<file path="config.mk">
export PLATFORM = sky130hd
export DESIGN_NAME = tag_value_field_parser_core
export DESIGN_NICKNAME = d
export VERILOG_FILES = /design/src/design/tvfp_pkg.sv /design/src/design/tvfp_tag_scan.sv /design/src/design/tag_value_field_parser_core.sv
export SDC_FILE = /design/constraint.sdc
export NUM_CORES = 1
export LEC_CHECK = 0
export BUFFER_PORTS_ARGS = -buffer_cell sky130_fd_sc_hd__buf_2
export CORE_MARGIN = 5
export CORE_UTILIZATION = 50
export DETAILED_ROUTE_END_ITERATION = 10
export GPL_TIMING_DRIVEN = 1
export PLACE_DENSITY = 0.8
export SYNTH_ARGS = -nofsm -noshare
export SYNTH_HDL_FRONTEND = slang
export SYNTH_SLANG_ARGS = --single-unit
</file>
<file path="constraint.sdc">
create_clock -name i_clk -period 4.8 [get_ports i_clk]
set_input_delay 0.48 -clock i_clk [delete_from_list [all_inputs] [get_ports i_clk]]
set_output_delay 0.48 -clock i_clk [all_outputs]
set_load 0.03 [all_outputs]
</file>
<file path="src/design/tvfp_pkg.sv">
`timescale 1ns / 1ps
`default_nettype none

package tvfp_pkg;

    // Result kinds carried in the output tuser.
    localparam logic [1:0] K_NONE      = 2'd0;
    localparam logic [1:0] K_VALUE     = 2'd1;
    localparam logic [1:0] K_FIELD     = 2'd2;
    localparam logic [1:0] K_MALFORMED = 2'd3;

    // Tag number scanning phases.
    localparam logic [1:0] PH_SKIP   = 2'd0;
    localparam logic [1:0] PH_SIGN   = 2'd1;
    localparam logic [1:0] PH_DIGITS = 2'd2;
    localparam logic [1:0] PH_DONE   = 2'd3;

    localparam logic [7:0] CH_EQUALS = 8'h3D;
    localparam logic [7:0] CH_SOH    = 8'h01;
    localparam logic [7:0] CH_PLUS   = 8'h2B;
    localparam logic [7:0] CH_MINUS  = 8'h2D;
    localparam logic [7:0] CH_SPACE  = 8'h20;
    localparam logic [7:0] CH_TAB    = 8'h09;
    localparam logic [7:0] CH_CR     = 8'h0D;
    localparam logic [7:0] CH_ZERO   = 8'h30;
    localparam logic [7:0] CH_NINE   = 8'h39;
    localparam logic [7:0] CH_NUL    = 8'h00;

    localparam logic [6:0] FIELD_CAP_RESET = 7'd64;

    // Running state of the tag number scan.
    typedef struct packed {
        logic [1:0]  phase;
        logic        negative;
        logic [31:0] accum;
    } t_tag_state;

endpackage

`default_nettype wire

</file>
<file path="src/design/tvfp_tag_scan.sv">
`timescale 1ns / 1ps
`default_nettype none

// One step of the decimal tag scan: whitespace, optional sign, then digits.
module tvfp_tag_scan
    import tvfp_pkg::*;
(
    input  wire logic [7:0] i_byte,
    input  wire t_tag_state i_state,
    output t_tag_state      o_state
);

    logic        w_digit;
    logic        w_space;
    logic [31:0] w_times_ten;

    assign w_digit     = (i_byte >= CH_ZERO) && (i_byte <= CH_NINE);
    assign w_space     = (i_byte == CH_SPACE) || ((i_byte >= CH_TAB) && (i_byte <= CH_CR));
    assign w_times_ten = {i_state.accum[28:0], 3'b000} + {i_state.accum[30:0], 1'b0};

    always_comb begin
        o_state = i_state;
        if (i_state.phase != PH_DONE) begin
            if (w_digit) begin
                o_state.accum = w_times_ten + {28'd0, i_byte[3:0]};
                o_state.phase = PH_DIGITS;
            end else if ((i_state.phase == PH_SKIP) && w_space) begin
                o_state = i_state;
            end else if ((i_state.phase == PH_SKIP) &&
                         ((i_byte == CH_PLUS) || (i_byte == CH_MINUS))) begin
                o_state.negative = (i_byte == CH_MINUS);
                o_state.phase    = PH_SIGN;
            end else begin
                o_state.phase = PH_DONE;
            end
        end
    end

endmodule

`default_nettype wire

</file>
<file path="src/design/tag_value_field_parser_core.sv">
`timescale 1ns / 1ps
`default_nettype none

// A result word is registered at the edge that accepts its input word.
// One input word per cycle while the output is not stalled; the parser state updates at
// the accept edge through one step of the tag scan and the field counters, so no word waits on another.
// s_axis_tready stays high while the result register is empty or being drained.
// Reset (i_rst_n low, synchronous) clears the parser state and the result register,
// and sets the field cap to 64.
module tag_value_field_parser_core
    import tvfp_pkg::*;
#(
    parameter int TAG_BUFFER      = 16,
    parameter int VALUE_BUFFER    = 256,
    parameter int FIELD_LIMIT_MAX = 64
) (
    input  wire logic        i_clk,
    input  wire logic        i_rst_n,

    // Configuration: the field cap.
    input  wire logic        i_cfg_valid,
    output logic             o_cfg_ready,
    input  wire logic [6:0]  i_cfg_data,

    // Input stream.
    input  wire logic        s_axis_tvalid,
    output logic             s_axis_tready,
    input  wire logic [7:0]  s_axis_tdata,   // [7:0] data_byte
    input  wire logic        s_axis_tlast,   // last_byte

    // Output stream.
    output logic             m_axis_tvalid,
    input  wire logic        m_axis_tready,
    output logic [63:0]      m_axis_tdata,   // [7:0] value_byte, [39:8] tag_number,
                                             // [45:40] field_index, [53:46] val_size,
                                             // [60:54] closed_count, [63:61] zero
    output logic [1:0]       m_axis_tuser,   // [1:0] kind
    output logic             m_axis_tlast    // message_done
);

    localparam int TCW = (TAG_BUFFER > 2) ? $clog2(TAG_BUFFER) : 1;
    localparam int VCW = $clog2(VALUE_BUFFER);
    localparam int FDW = $clog2(FIELD_LIMIT_MAX + 1);

    // Configuration register. The user must write it only while the parser is idle; the block does not enforce this.
    logic [6:0] r_field_cap;

    assign o_cfg_ready = 1'b1;

    always_ff @(posedge i_clk) begin
        if (!i_rst_n) begin
            r_field_cap <= FIELD_CAP_RESET;
        end else if (i_cfg_valid) begin
            r_field_cap <= i_cfg_data;
        end
    end

    // Parser state.
    logic             r_in_value,    n_in_value;
    logic [TCW-1:0]   r_tag_chars,   n_tag_chars;
    t_tag_state       r_tag,         n_tag;
    logic [VCW-1:0]   r_value_chars, n_value_chars;
    logic [FDW-1:0]   r_fields_done, n_fields_done;
    logic             r_halted,      n_halted;

    // Result register.
    logic             r_out_valid;
    logic [1:0]       r_kind;
    logic [7:0]       r_value_byte;
    logic [31:0]      r_tag_number;
    logic [5:0]       r_field_index;
    logic [7:0]       r_val_size;
    logic             r_done;
    logic [6:0]       r_closed_count;

    logic             w_accept;
    logic [7:0]       w_byte;
    t_tag_state       w_tag_step;
    logic [31:0]      w_tag_value;
    logic [8:0]       w_fields_ext;
    logic [8:0]       w_fields_next_ext;
    logic [11:0]      w_value_ext;
    logic             w_limit_hit;

    logic [1:0]       w_kind;
    logic [7:0]       w_value_byte;
    logic [31:0]      w_tag_number;
    logic [5:0]       w_field_index;
    logic [7:0]       w_val_size;
    logic [6:0]       w_closed_count;

    // The result register is free when it is empty or its word leaves this cycle.
    assign s_axis_tready = !r_out_valid || m_axis_tready;
    assign w_accept      = s_axis_tvalid && s_axis_tready;
    assign w_byte        = s_axis_tdata;

    tvfp_tag_scan u_tag_scan (
        .i_byte  (w_byte),
        .i_state (r_tag),
        .o_state (w_tag_step)
    );

    // The tag as read so far, with its sign applied.
    assign w_tag_value  = r_tag.negative ? (32'd0 - r_tag.accum) : r_tag.accum;
    assign w_fields_ext = 9'(r_fields_done);
    assign w_value_ext  = 12'(r_value_chars);

    // The field limit is the configured cap, held to FIELD_LIMIT_MAX; reaching either
    // bound stops.
    assign w_limit_hit = (w_fields_ext >= {2'b00, r_field_cap}) ||
                         (w_fields_ext >= 9'(FIELD_LIMIT_MAX));

    always_comb begin
        n_in_value     = r_in_value;
        n_tag_chars    = r_tag_chars;
        n_tag          = r_tag;
        n_value_chars  = r_value_chars;
        n_fields_done  = r_fields_done;
        n_halted       = r_halted;

        w_kind         = K_NONE;
        w_value_byte   = 8'd0;
        w_tag_number   = 32'd0;
        w_field_index  = 6'd0;
        w_val_size     = 8'd0;

        if (!r_halted) begin
            if (w_limit_hit) begin
                // Field limit reached: stop without reporting.
                n_halted = 1'b1;
            end else if (w_byte == CH_NUL) begin
                n_halted      = 1'b1;
                w_kind        = K_MALFORMED;
                w_tag_number  = w_tag_value;
                w_field_index = w_fields_ext[5:0];
            end else if (!r_in_value) begin
                if (w_byte == CH_EQUALS) begin
                    n_in_value    = 1'b1;
                    n_value_chars = '0;
                end else if (r_tag_chars == TCW'(TAG_BUFFER - 1)) begin
                    // This byte would fill the tag buffer.
                    n_halted      = 1'b1;
                    w_kind        = K_MALFORMED;
                    w_tag_number  = w_tag_value;
                    w_field_index = w_fields_ext[5:0];
                end else begin
                    n_tag_chars = r_tag_chars + TCW'(1);
                    n_tag       = w_tag_step;
                end
            end else begin
                w_tag_number  = w_tag_value;
                w_field_index = w_fields_ext[5:0];
                if (w_byte == CH_SOH) begin
                    w_kind         = K_FIELD;
                    w_val_size     = w_value_ext[7:0];
                    n_fields_done  = r_fields_done + FDW'(1);
                    n_in_value     = 1'b0;
                    n_tag_chars    = '0;
                    n_tag          = '0;
                    n_value_chars  = '0;
                end else if (r_value_chars == VCW'(VALUE_BUFFER - 1)) begin
                    // This byte would fill the value buffer.
                    n_halted = 1'b1;
                    w_kind   = K_MALFORMED;
                end else begin
                    n_value_chars = r_value_chars + VCW'(1);
                    w_kind        = K_VALUE;
                    w_value_byte  = w_byte;
                end
            end
        end

        // The count reported with the last byte includes a field closed by that byte.
        w_fields_next_ext = 9'(n_fields_done);
        w_closed_count    = s_axis_tlast ? w_fields_next_ext[6:0] : 7'd0;

        // End of message: everything but the configuration starts over.
        if (s_axis_tlast) begin
            n_in_value    = 1'b0;
            n_tag_chars   = '0;
            n_tag         = '0;
            n_value_chars = '0;
            n_fields_done = '0;
            n_halted      = 1'b0;
        end
    end

    always_ff @(posedge i_clk) begin
        if (!i_rst_n) begin
            r_in_value    <= 1'b0;
            r_tag_chars   <= '0;
            r_tag         <= '0;
            r_value_chars <= '0;
            r_fields_done <= '0;
            r_halted      <= 1'b0;
        end else if (w_accept) begin
            r_in_value    <= n_in_value;
            r_tag_chars   <= n_tag_chars;
            r_tag         <= n_tag;
            r_value_chars <= n_value_chars;
            r_fields_done <= n_fields_done;
            r_halted      <= n_halted;
        end
    end

    always_ff @(posedge i_clk) begin
        if (!i_rst_n) begin
            r_out_valid <= 1'b0;
        end else if (w_accept) begin
            r_out_valid <= 1'b1;
        end else if (m_axis_tready) begin
            r_out_valid <= 1'b0;
        end
    end

    // Result payload loads with each accepted word and needs no reset.
    always_ff @(posedge i_clk) begin
        if (w_accept) begin
            r_kind         <= w_kind;
            r_value_byte   <= w_value_byte;
            r_tag_number   <= w_tag_number;
            r_field_index  <= w_field_index;
            r_val_size     <= w_val_size;
            r_done         <= s_axis_tlast;
            r_closed_count <= w_closed_count;
        end
    end

    assign m_axis_tvalid = r_out_valid;
    assign m_axis_tuser  = r_kind;
    assign m_axis_tlast  = r_done;
    assign m_axis_tdata  = {3'b000, r_closed_count, r_val_size, r_field_index,
                            r_tag_number, r_value_byte};

    // A stopped parser reports nothing more for the rest of its message.
    a_halted_silent: assert property (@(posedge i_clk) disable iff (!i_rst_n)
        (w_accept && r_halted) |-> (w_kind == K_NONE))
        else $error("word reported while parsing was stopped");

    // A malformed report inside a message leaves the parser stopped.
    a_malformed_halts: assert property (@(posedge i_clk) disable iff (!i_rst_n)
        (w_accept && (w_kind == K_MALFORMED) && !s_axis_tlast) |=> r_halted)
        else $error("malformed report did not stop parsing");

    // The last word of a message leaves no field or count behind.
    a_message_clears: assert property (@(posedge i_clk) disable iff (!i_rst_n)
        (w_accept && s_axis_tlast) |=>
            ((r_fields_done == '0) && !r_in_value && !r_halted))
        else $error("parser state survived the end of a message");

    // An empty result register must never hold off the input.
    a_ready_when_empty: assert property (@(posedge i_clk) disable iff (!i_rst_n)
        !r_out_valid |-> s_axis_tready)
        else $error("input stalled with an empty result register");

endmodule

`default_nettype wire
</file>
==> results of run 1 <==
## metrics by stage
| step | instances | setup slack [ns] | utilization | hold slack (ns) | power, W |
|---|---|---|---|---|---|
| 3_3_place_gp | 1122 | 1.331 | 0.5417 | 0.4633 | 0.001517 |
| 5_1_grt | 1154 | 1.156 | 0.5787 | 0.3132 | 0.002865 |
| 3_5_place_dp | 1122 | 1.270 | 0.5417 | 0.4753 | 0.001524 |
| 4_1_cts | 1154 | 1.394 | 0.5787 | 0.2938 | 0.002778 |
| 2_1_floorplan | 853 | 0.9385 | - | 0.4491 | 0.001437 |
| 6_report | 1154 | 1.377 | 0.5787 | 0.3012 | 0.002763 |
## critical path, cell delays in order, from the launching register on
cell     delay (ns)
dfxtp_1        0.34
inv_1          0.13
ha_1           0.20
or3b_2         0.50
nor4_1         0.26
nand2_1        0.21
or4_1          0.51
or3_1          0.43
o41ai_1        0.34
xor2_1         0.18
nor2_1         0.05
## where the power goes
part           internal (W)  switching (W)
combinational     0.0000815       0.000217
clock              0.000774       0.000486
sequential          0.00119      0.0000178
total               0.00204       0.000721
## placed cells by master (no fill, tap or decap), types with 9 or more instances in the layout
cell type,instances
nor3_1,19
a22o_1,11
nor2_1,68
and2_1,28
dfxtp_1,64
clkbuf_16,17
nand3_1,35
nand4_1,15
xnor2_1,20
buf_2,86
or4_1,12
a21o_1,18
o21ai_0,43
a21oi_1,78
edfxtp_1,64
nand2_1,72
inv_1,28
ha_1,69
xor2_1,46
a31oi_1,9
## state kept, by name, indices dropped and copies added, names as in the netlist
signal	count
r_val_size	8
r_in_value	1
m_axis_tlast	1
r_field_cap	7
r_tag	35
m_axis_tuser	2
r_value_chars	8
r_fields_done	7
m_axis_tvalid	1
r_halted	1
r_closed_count	7
r_tag_chars	4
r_tag_number	32
r_field_index	6
r_value_byte	8
## cells by family (layout without fill, tap and decap cells)
| logic type | count (synthesis) | count (layout) | synth area share |
|---|---|---|---|
| AND/OR/NAND/NOR | 298 | 298 | 0.1949 |
| AO/OA/AOI/OAI | 210 | 210 | 0.1659 |
| flip-flops | 128 | 128 | 0.4060 |
| adder cells (fa/ha/maj) | 71 | 71 | 0.1145 |
| buffers and inverters | 68 | 153 | 0.03441 |
| XOR/XNOR | 66 | 66 | 0.07326 |
| multiplexers | 8 | 8 | 0.01015 |
| other | 2 | 4 | 0.0009518 |
## per-layer routing
metal	vias to the layer above	wire length, um
met5	-	0
met4	0	413
met3	36	928
met2	198	9021
met1	3135	8106
li1	3253	-
## worst max-delay path by stage
stage,cells after the start,from,endpoint
5_1_grt,10,r_fields_done[4],r_tag[13]
6_report,10,r_tag[0],r_tag_number[28]
2_1_floorplan,9,m_axis_tready,r_tag[17]
3_3_place_gp,13,s_axis_tdata[3],r_tag[28]
4_1_cts,10,r_tag[0],r_tag_number[28]
3_5_place_dp,13,s_axis_tdata[3],r_tag[28]
## layout make-up
class / instances / area, um2
clock inverters: 14 / 140.1
inverters: 29 / 108.9
multi-input cells: 657 / 4423
repair buffers: 92 / 475.5
flip-flops and latches: 128 / 3203
fillers: 1383 / 6595
well taps: 216 / 270.3
clock buffers: 18 / 439.2
==> metrics.txt, run 1 <==
status finished, final reports clean; ys async rst share 0; final net count 1017; drt pass-1 iters 5; Inserted Clock Buffers 17; gr usage total 0.2086; initial core utilization 0.5040; min-delay src i_cfg_data[6]; period utilisation layout 0.7131; die span in y 135.6 um; top cells by count, synth 78 x a21oi_1, 72 x nand2_1, 69 x ha_1, 68 x nor2_1; Reg2Reg Setup Slack 1.38 ns; I/O pin count 91; Root Driver clkbuf_16; PD cells 305.0 nW/um2; CTS tree yes; count leader, synth a21oi_1; Crit. End Element flip-flop; CTS Buffer Depth 2; Synth Area per Inst 9.272 um2; Starting DRT DRC Count 547; setup TNS 0 ns; diode count 0; R2R depth 10; Worst EP required 4.96 ns; Max FO, Critical Path 5; first-pass GRT wire length 31.05 mm; Post-Syn Area 7890 um2; vias in the first global route 6522; Worst VDD drop 262.3 uV; pin count of the biggest net entering global routing 69; crit path launch type flip-flop; #FFs+latches synth 128; layout cell share with drive strength beyond 1 0.1503; Yosys Warn Count 0; WL/cell 16.01 um; met2 usage 0.3617; # DRC 0; Overflow after GRT 0; Via density 5.738; synthesis-to-layout area growth 14.83%; DIE WIDTH 135.6 um; layer with the highest usage met2; initial antenna violation count 0; post-DP HPWL 12.88 mm; global placement routability congestion 0.9278; highest clock rate 292.2 MHz; R2R Path Start r_tag[0]; count of final hold-check violations 0; clk_lat worst skew 0.43 ns; M1 GR Usage 0.2547; Design Area, Final 9060 um2; met3 Resource Use GR 0.04123; Post-DP Area 8481 um2; RSZ-0062 raised after global routing no; CTS Hold Bufs 0; area leader, netlist edfxtp_1; final wirelength 18.47 mm; area of the core 15660 um2; Synth Flop Type edfxtp_1; antenna-violating nets left 0; setup bufs post-CTS 0; relative slew slack 0.1560; leakage 3.999 nW; number of max-cap violations 0; post-CTS resize count 0; Post-Synthesis Cells 851; Slew Limit Fails 0; r2r endpoint r_tag_number[28]; Min-Delay Endpoint r_field_cap[6]; H-tree levels 4; Cell variety after synth 60; DIE AREA 18390 um2; Seq/Total Area, Yosys 0.4060; Hold Path Class primary input to flip-flop; worst slew pin tran 1.264 ns; CP Data Arrival Time 3.58 ns; critical path type flip-flop to flip-flop; port buffer count 86; Final setup viols 0; clock sink total 128; via count 6622; FP Rows 46; EDFF count, synth 64; Min-Delay Path Depth 3; Final min period 3.423 ns; share of the synthesized area in the top cell type 0.2436; top cells by area, synth edfxtp_1 24%, dfxtp_1 16%, ha_1 11%; clock-pin slew on the worst setup and hold paths 0.06 ns; Setup Skew 0.009020 ns
(Power assumes the default switching activity.)
==> run 2, diff against run 1 <==
ABC_AREA = 1   (was unset)
PLACE_DENSITY = 0.79   (was 0.8)
clock period = 3.4 ns   (was 4.8 ns; I/O delays follow)
==> run 2 against run 1 <==
  * Sequential power rose by 43%
  * Flip-flop and latch count did not move
  * Routed wire length rose by 25%
  * Via count rose by 27%
  * Critical path depth rose by 5
  * Clock skew rose by 0.00056 ns
  * First-iteration DRC count rose by 23%
  * Core utilization rose by 0.52 points
  * Non-clock buffer count did not move
  * Combinational power rose by 51%
  * Final area rose by 12%
  * Largest cell class unchanged
  * Highest routed layer unchanged
==> metrics.txt, run 2 <==
first-pass GRT wire length 37.44 mm; EDFF count, synth 64; Seq/Total Area, Yosys 0.3618; CP Data Arrival Time 3.15 ns; Yosys Warn Count 0; setup TNS 0 ns; DIE AREA 20470 um2; period utilisation layout 0.8226; layout cell share with drive strength beyond 1 0.1102; final wirelength 23.14 mm; relative slew slack 0.3307; Via density 5.233; Final setup viols 0; M1 GR Usage 0.2761; global placement routability congestion 0.9239; initial core utilization 0.5100; H-tree levels 4; worst slew pin tran 1.003 ns; die span in y 143.1 um; Post-Syn Area 8852 um2; Cell variety after synth 39; RSZ-0062 raised after global routing no; via count 8394; Final Util 0.5839; post-DP HPWL 17.34 mm; Post-Synthesis Cells 1279; WL/cell 14.43 um; CTS tree yes; pre-CTS setup slack 0.5983 ns; count leader, synth nand2_1; post-CTS resize count 0; area of the core 17360 um2; Synth Area per Inst 6.921 um2; drt pass-1 iters 6; met2 usage 0.4008; setup bufs post-CTS 0; flip-flop count of the largest register after layout 35; number of max-cap violations 0; port buffer count 86; initial antenna violation count 0; crit path launch type flip-flop; Synth Flop Type edfxtp_1; antenna-violating nets left 0; commonest non-fill, non-tap cell in the layout nand2_1; biggest regs r_tag: 35 flops, r_tag_number: 32 flops; count of final hold-check violations 0; Crit. End Element flip-flop; Slew Limit Fails 0; Starting DRT DRC Count 673; pin count of the biggest net entering global routing 56; setup ws final 0.6033 ns; final net count 1458; Worst EP required 3.75 ns; clk_lat worst skew 0.43 ns; highest clock rate 357.6 MHz; synthesis-to-layout area growth 14.49%; DIE WIDTH 143.1 um; share of the synthesized area in the top cell type 0.2171; I/O pin count 91; #FFs+latches synth 128; FP Rows 48; PD cells 409.7 nW/um2; Overflow after GRT 0; status finished, final reports clean; Reg with most FFs r_tag; most frequent cells in the layout 375 x nand2_1, 189 x nor2_1, 181 x inv_1; top cells by area, synth edfxtp_1 22%, nand2_1 16%, dfxtp_1 14%; Hold Path Class primary input to flip-flop; ys async rst share 0; CTS Buffer Depth 2; Root Driver clkbuf_16; Inserted Clock Buffers 17; vias in the first global route 7896; leakage 5.050 nW; Setup Skew 0.009583 ns; gr usage total 0.2286; met3 Resource Use GR 0.04086; area leader, netlist edfxtp_1; Max FO, Critical Path 4; top cells by count, synth 375 x nand2_1, 189 x nor2_1, 182 x inv_1, 86 x a21oi_1, 69 x ha_1; Final min period 2.797 ns; # DRC 0; clock sink total 128; Worst VDD drop 390.6 uV; CTS Hold Bufs 0; # fillers 1562; critical path type flip-flop to flip-flop; clock-pin slew on the worst setup and hold paths 0.06 ns; layer with the highest usage met2; diode count 0
-- run 2: changes by cell type after synthesis, moves of 12 or more --
cell,delta
nand2_1,+303
inv_1,+153
nor2_1,+121
nand3_1,+30
and2_1,-28
clkbuf_1,-19
o21ai_0,-16
xor2_1,-16
a21o_1,-15
or4_1,-12
-- run 2: metrics by stage --
step                power (W)  area, um2  hold WS [ns]  cells
detailed placement   0.002185       9493        0.4607   1572
global route         0.004279      10130        0.1608   1604
global placement     0.002175       9493        0.4523   1572
CTS                  0.004162      10130        0.1488   1604
floorplan            0.002052       8860        0.4347   1281
finish               0.004152      10130        0.1596   1604
-- run 2: power by group --
group | leakage [nW] | switching (W) | internal, W
clock | 0.304 | 0.000697 | 0.00130
combinational | 3.58 | 0.000337 | 0.000114
sequential | 1.17 | 0.0000270 | 0.00168
-- run 2: cell families (layout without fill, tap and decap cells) --
kind of cell,count (synthesis),in the layout,share of synthesized area
AO/OA/AOI/OAI,129,129,0.07633
buffers and inverters,219,317,0.09724
AND/OR/NAND/NOR,689,689,0.3211
adder cells (fa/ha/maj),71,71,0.1020
other,2,4,0.0008484
flip-flops,128,128,0.3618
XOR/XNOR,41,41,0.04056
-- run 2: cell type report --
cell class,count,area [um2],area share
multi-input combinational,934,4796,0.4732
sequential,128,3203,0.3160
inverter,193,724.4,0.07148
timing repair buffer,92,488.0,0.04815
clock buffer,18,429.2,0.04235
tap,225,281.5,0.02778
clock inverter,14,212.7,0.02099
-- run 2: worst paths after layout --
path                        from             end  slack, ns  cells past startpoint
setup / recovery        r_tag[0]       r_tag[22]       0.60                     15
hold / removal     i_cfg_data[0]  r_field_cap[0]       0.16                      3
setup reg to reg        r_tag[0]       r_tag[22]       0.60                     15
hold reg to reg   r_field_cap[5]  r_field_cap[5]       0.47                      2
-- run 2: metal layers --
| layer | wire, um | vias to the layer above |
|---|---|---|
| li1 | - | 4226 |
| met1 | 9578 | 3822 |
| met2 | 11360 | 282 |
| met3 | 1402 | 64 |
| met4 | 794 | 0 |
| met5 | 0 | - |
-- run 2: critical path, stage by stage, from the launching register on --
cell,delay [ns]
dfxtp_1,0.36
inv_1,0.11
fa_1,0.52
inv_1,0.07
fa_1,0.47
nand3_1,0.12
nand3_1,0.17
nand3_1,0.12
nand3b_1,0.17
nand2_1,0.13
nand2_1,0.07
nand2_1,0.07
nand2_1,0.07
nor2_1,0.13
nor2_1,0.06
nor2_1,0.08
==> run 3, diff against run 2 <==
clock period = 2.75 ns   (was 3.4 ns; I/O delays follow)
==> run 3 against run 2 <==
  * Core utilization grew 0.82 points
  * Worst hold slack worse by 0.084 ns
  * Via count increased by 0.80%
  * First-iteration DRC count decreased by 3.3%
  * Combinational power increased by 27%
  * Highest routed layer unchanged
  * Setup slack lost 0.40 ns
  * Fmax grew 9.9%
  * Non-clock buffer count increased by 14
  * Critical path depth unchanged
==> metrics.txt, run 3 (synthesis results as in run 2) <==
status finished, final reports clean; CTS Buffer Depth 2; initial core utilization 0.5100; Crit. End Element flip-flop; clock sink total 128; Via density 5.229; post-DP HPWL 17.42 mm; relative slew slack 0.6196; layout cell share with drive strength beyond 1 0.1206; area of the core 17360 um2; drt pass-1 iters 6; CTS Hold Bufs 0; # DRC 0; port buffer count 86; commonest non-fill, non-tap cell in the layout nand2_1; RSZ-0062 raised after global routing no; DIE AREA 20470 um2; setup TNS 0 ns; clock-pin slew on the worst setup and hold paths 0.06 ns; global placement routability congestion 0.9138; leakage 5.149 nW; Reg area 3203 um2; number of max-cap violations 0; # fillers 1560; DIE WIDTH 143.1 um; FP Rows 48; final net count 1472; diode count 0; initial antenna violation count 0; Hold Path Class primary input to flip-flop; via count 8461; highest clock rate 393.0 MHz; CP Data Arrival Time 2.91 ns; pin count of the biggest net entering global routing 35; WL/cell 14.17 um; Final min period 2.544 ns; Inserted Clock Buffers 17; Setup Skew 0.007734 ns; biggest regs r_tag: 35 flops, r_tag_number: 32 flops; Final setup viols 0; CTS tree yes; first-pass GRT wire length 37.36 mm; clk_lat worst skew 0.43 ns; Tot Pwr 0.005223 W; flip-flop count of the largest register after layout 35; gr usage total 0.2254; PD cells 508.2 nW/um2; count of final hold-check violations 0; Root Driver clkbuf_16; period utilisation layout 0.9252; die span in y 143.1 um; final wirelength 22.93 mm; H-tree levels 4; critical path type flip-flop to flip-flop; multi-input logic area 4806 um2; vias in the first global route 7896; synthesis-to-layout area growth 16.10%; Slew Limit Fails 0; Starting DRT DRC Count 651; Worst VDD drop 470.0 uV; Max FO, Critical Path 4; antenna-violating nets left 0; I/O pin count 91; worst slew pin tran 0.5700 ns; crit path launch type flip-flop; most frequent cells in the layout 375 x nand2_1, 189 x nor2_1, 180 x inv_1; Worst EP required 3.11 ns; Overflow after GRT 0; Reg with most FFs r_tag
-- run 3: worst max-delay path: stages (launching register included) --
cell and delay [ns]:
dfxtp_1 0.35, inv_1 0.10, fa_1 0.51, inv_1 0.07, fa_1 0.46, nand3_1 0.12
nand3_2 0.11, nand2_1 0.08, nand2_1 0.10, nand2_1 0.11, nand3_1 0.09, nand2_1 0.07
nand2_1 0.05, nor2_1 0.11, nor2_1 0.06, nor2_1 0.09
-- run 3: stage by stage --
step	hold slack [ns]	cells	area, um2	setup WS (ns)	utilization
final	0.07532	1618	10280	0.2056	0.5921
after global routing	0.09142	1618	10280	0.01437	0.5921
after CTS	0.07030	1617	10260	0.1678	0.5911
after detailed placement	0.4598	1585	9594	0.1510	0.5528
after global placement	0.4519	1585	9594	0.1866	0.5528
after floorplan	0.3739	1281	8864	0.03505	-
-- run 3: final timing paths --
kind	from	endpoint	slack, ns	depth (start not counted)
hold / removal	i_cfg_data[6]	r_field_cap[6]	0.08	3
hold reg to reg	r_field_cap[5]	r_field_cap[5]	0.47	2
setup reg to reg	r_tag[0]	r_tag[26]	0.21	15
setup / recovery	r_tag[0]	r_tag[26]	0.21	15
-- run 3: final cells by class --
cell class,instances,share of cell area
clock inverter,10,0.01753
timing repair buffer,106,0.05771
clock buffer,22,0.04724
multi-input combinational,934,0.4676
tap,225,0.02739
sequential,128,0.3117
inverter,193,0.07085
-- run 3: metal layers --
metal,GRT usage,wire length [um],vias to the layer above
met5,0,0,-
met4,0.08254,609,0
met3,0.04052,1610,54
met2,0.4028,11250,330
met1,0.2702,9455,3825
li1,-,-,4252
-- run 3: what timing repair did --
action	4_1_cts	5_1_grt
gates resized for setup	0	3
setup endpoints to repair	0	6
buffers inserted	0	1
-- run 3: where the power goes --
part           leakage [nW]  total, W  switching (W)  internal [W]
sequential             1.17   0.00211      0.0000313       0.00208
combinational          3.66  0.000572       0.000419      0.000153
clock                 0.323   0.00254       0.000838       0.00171
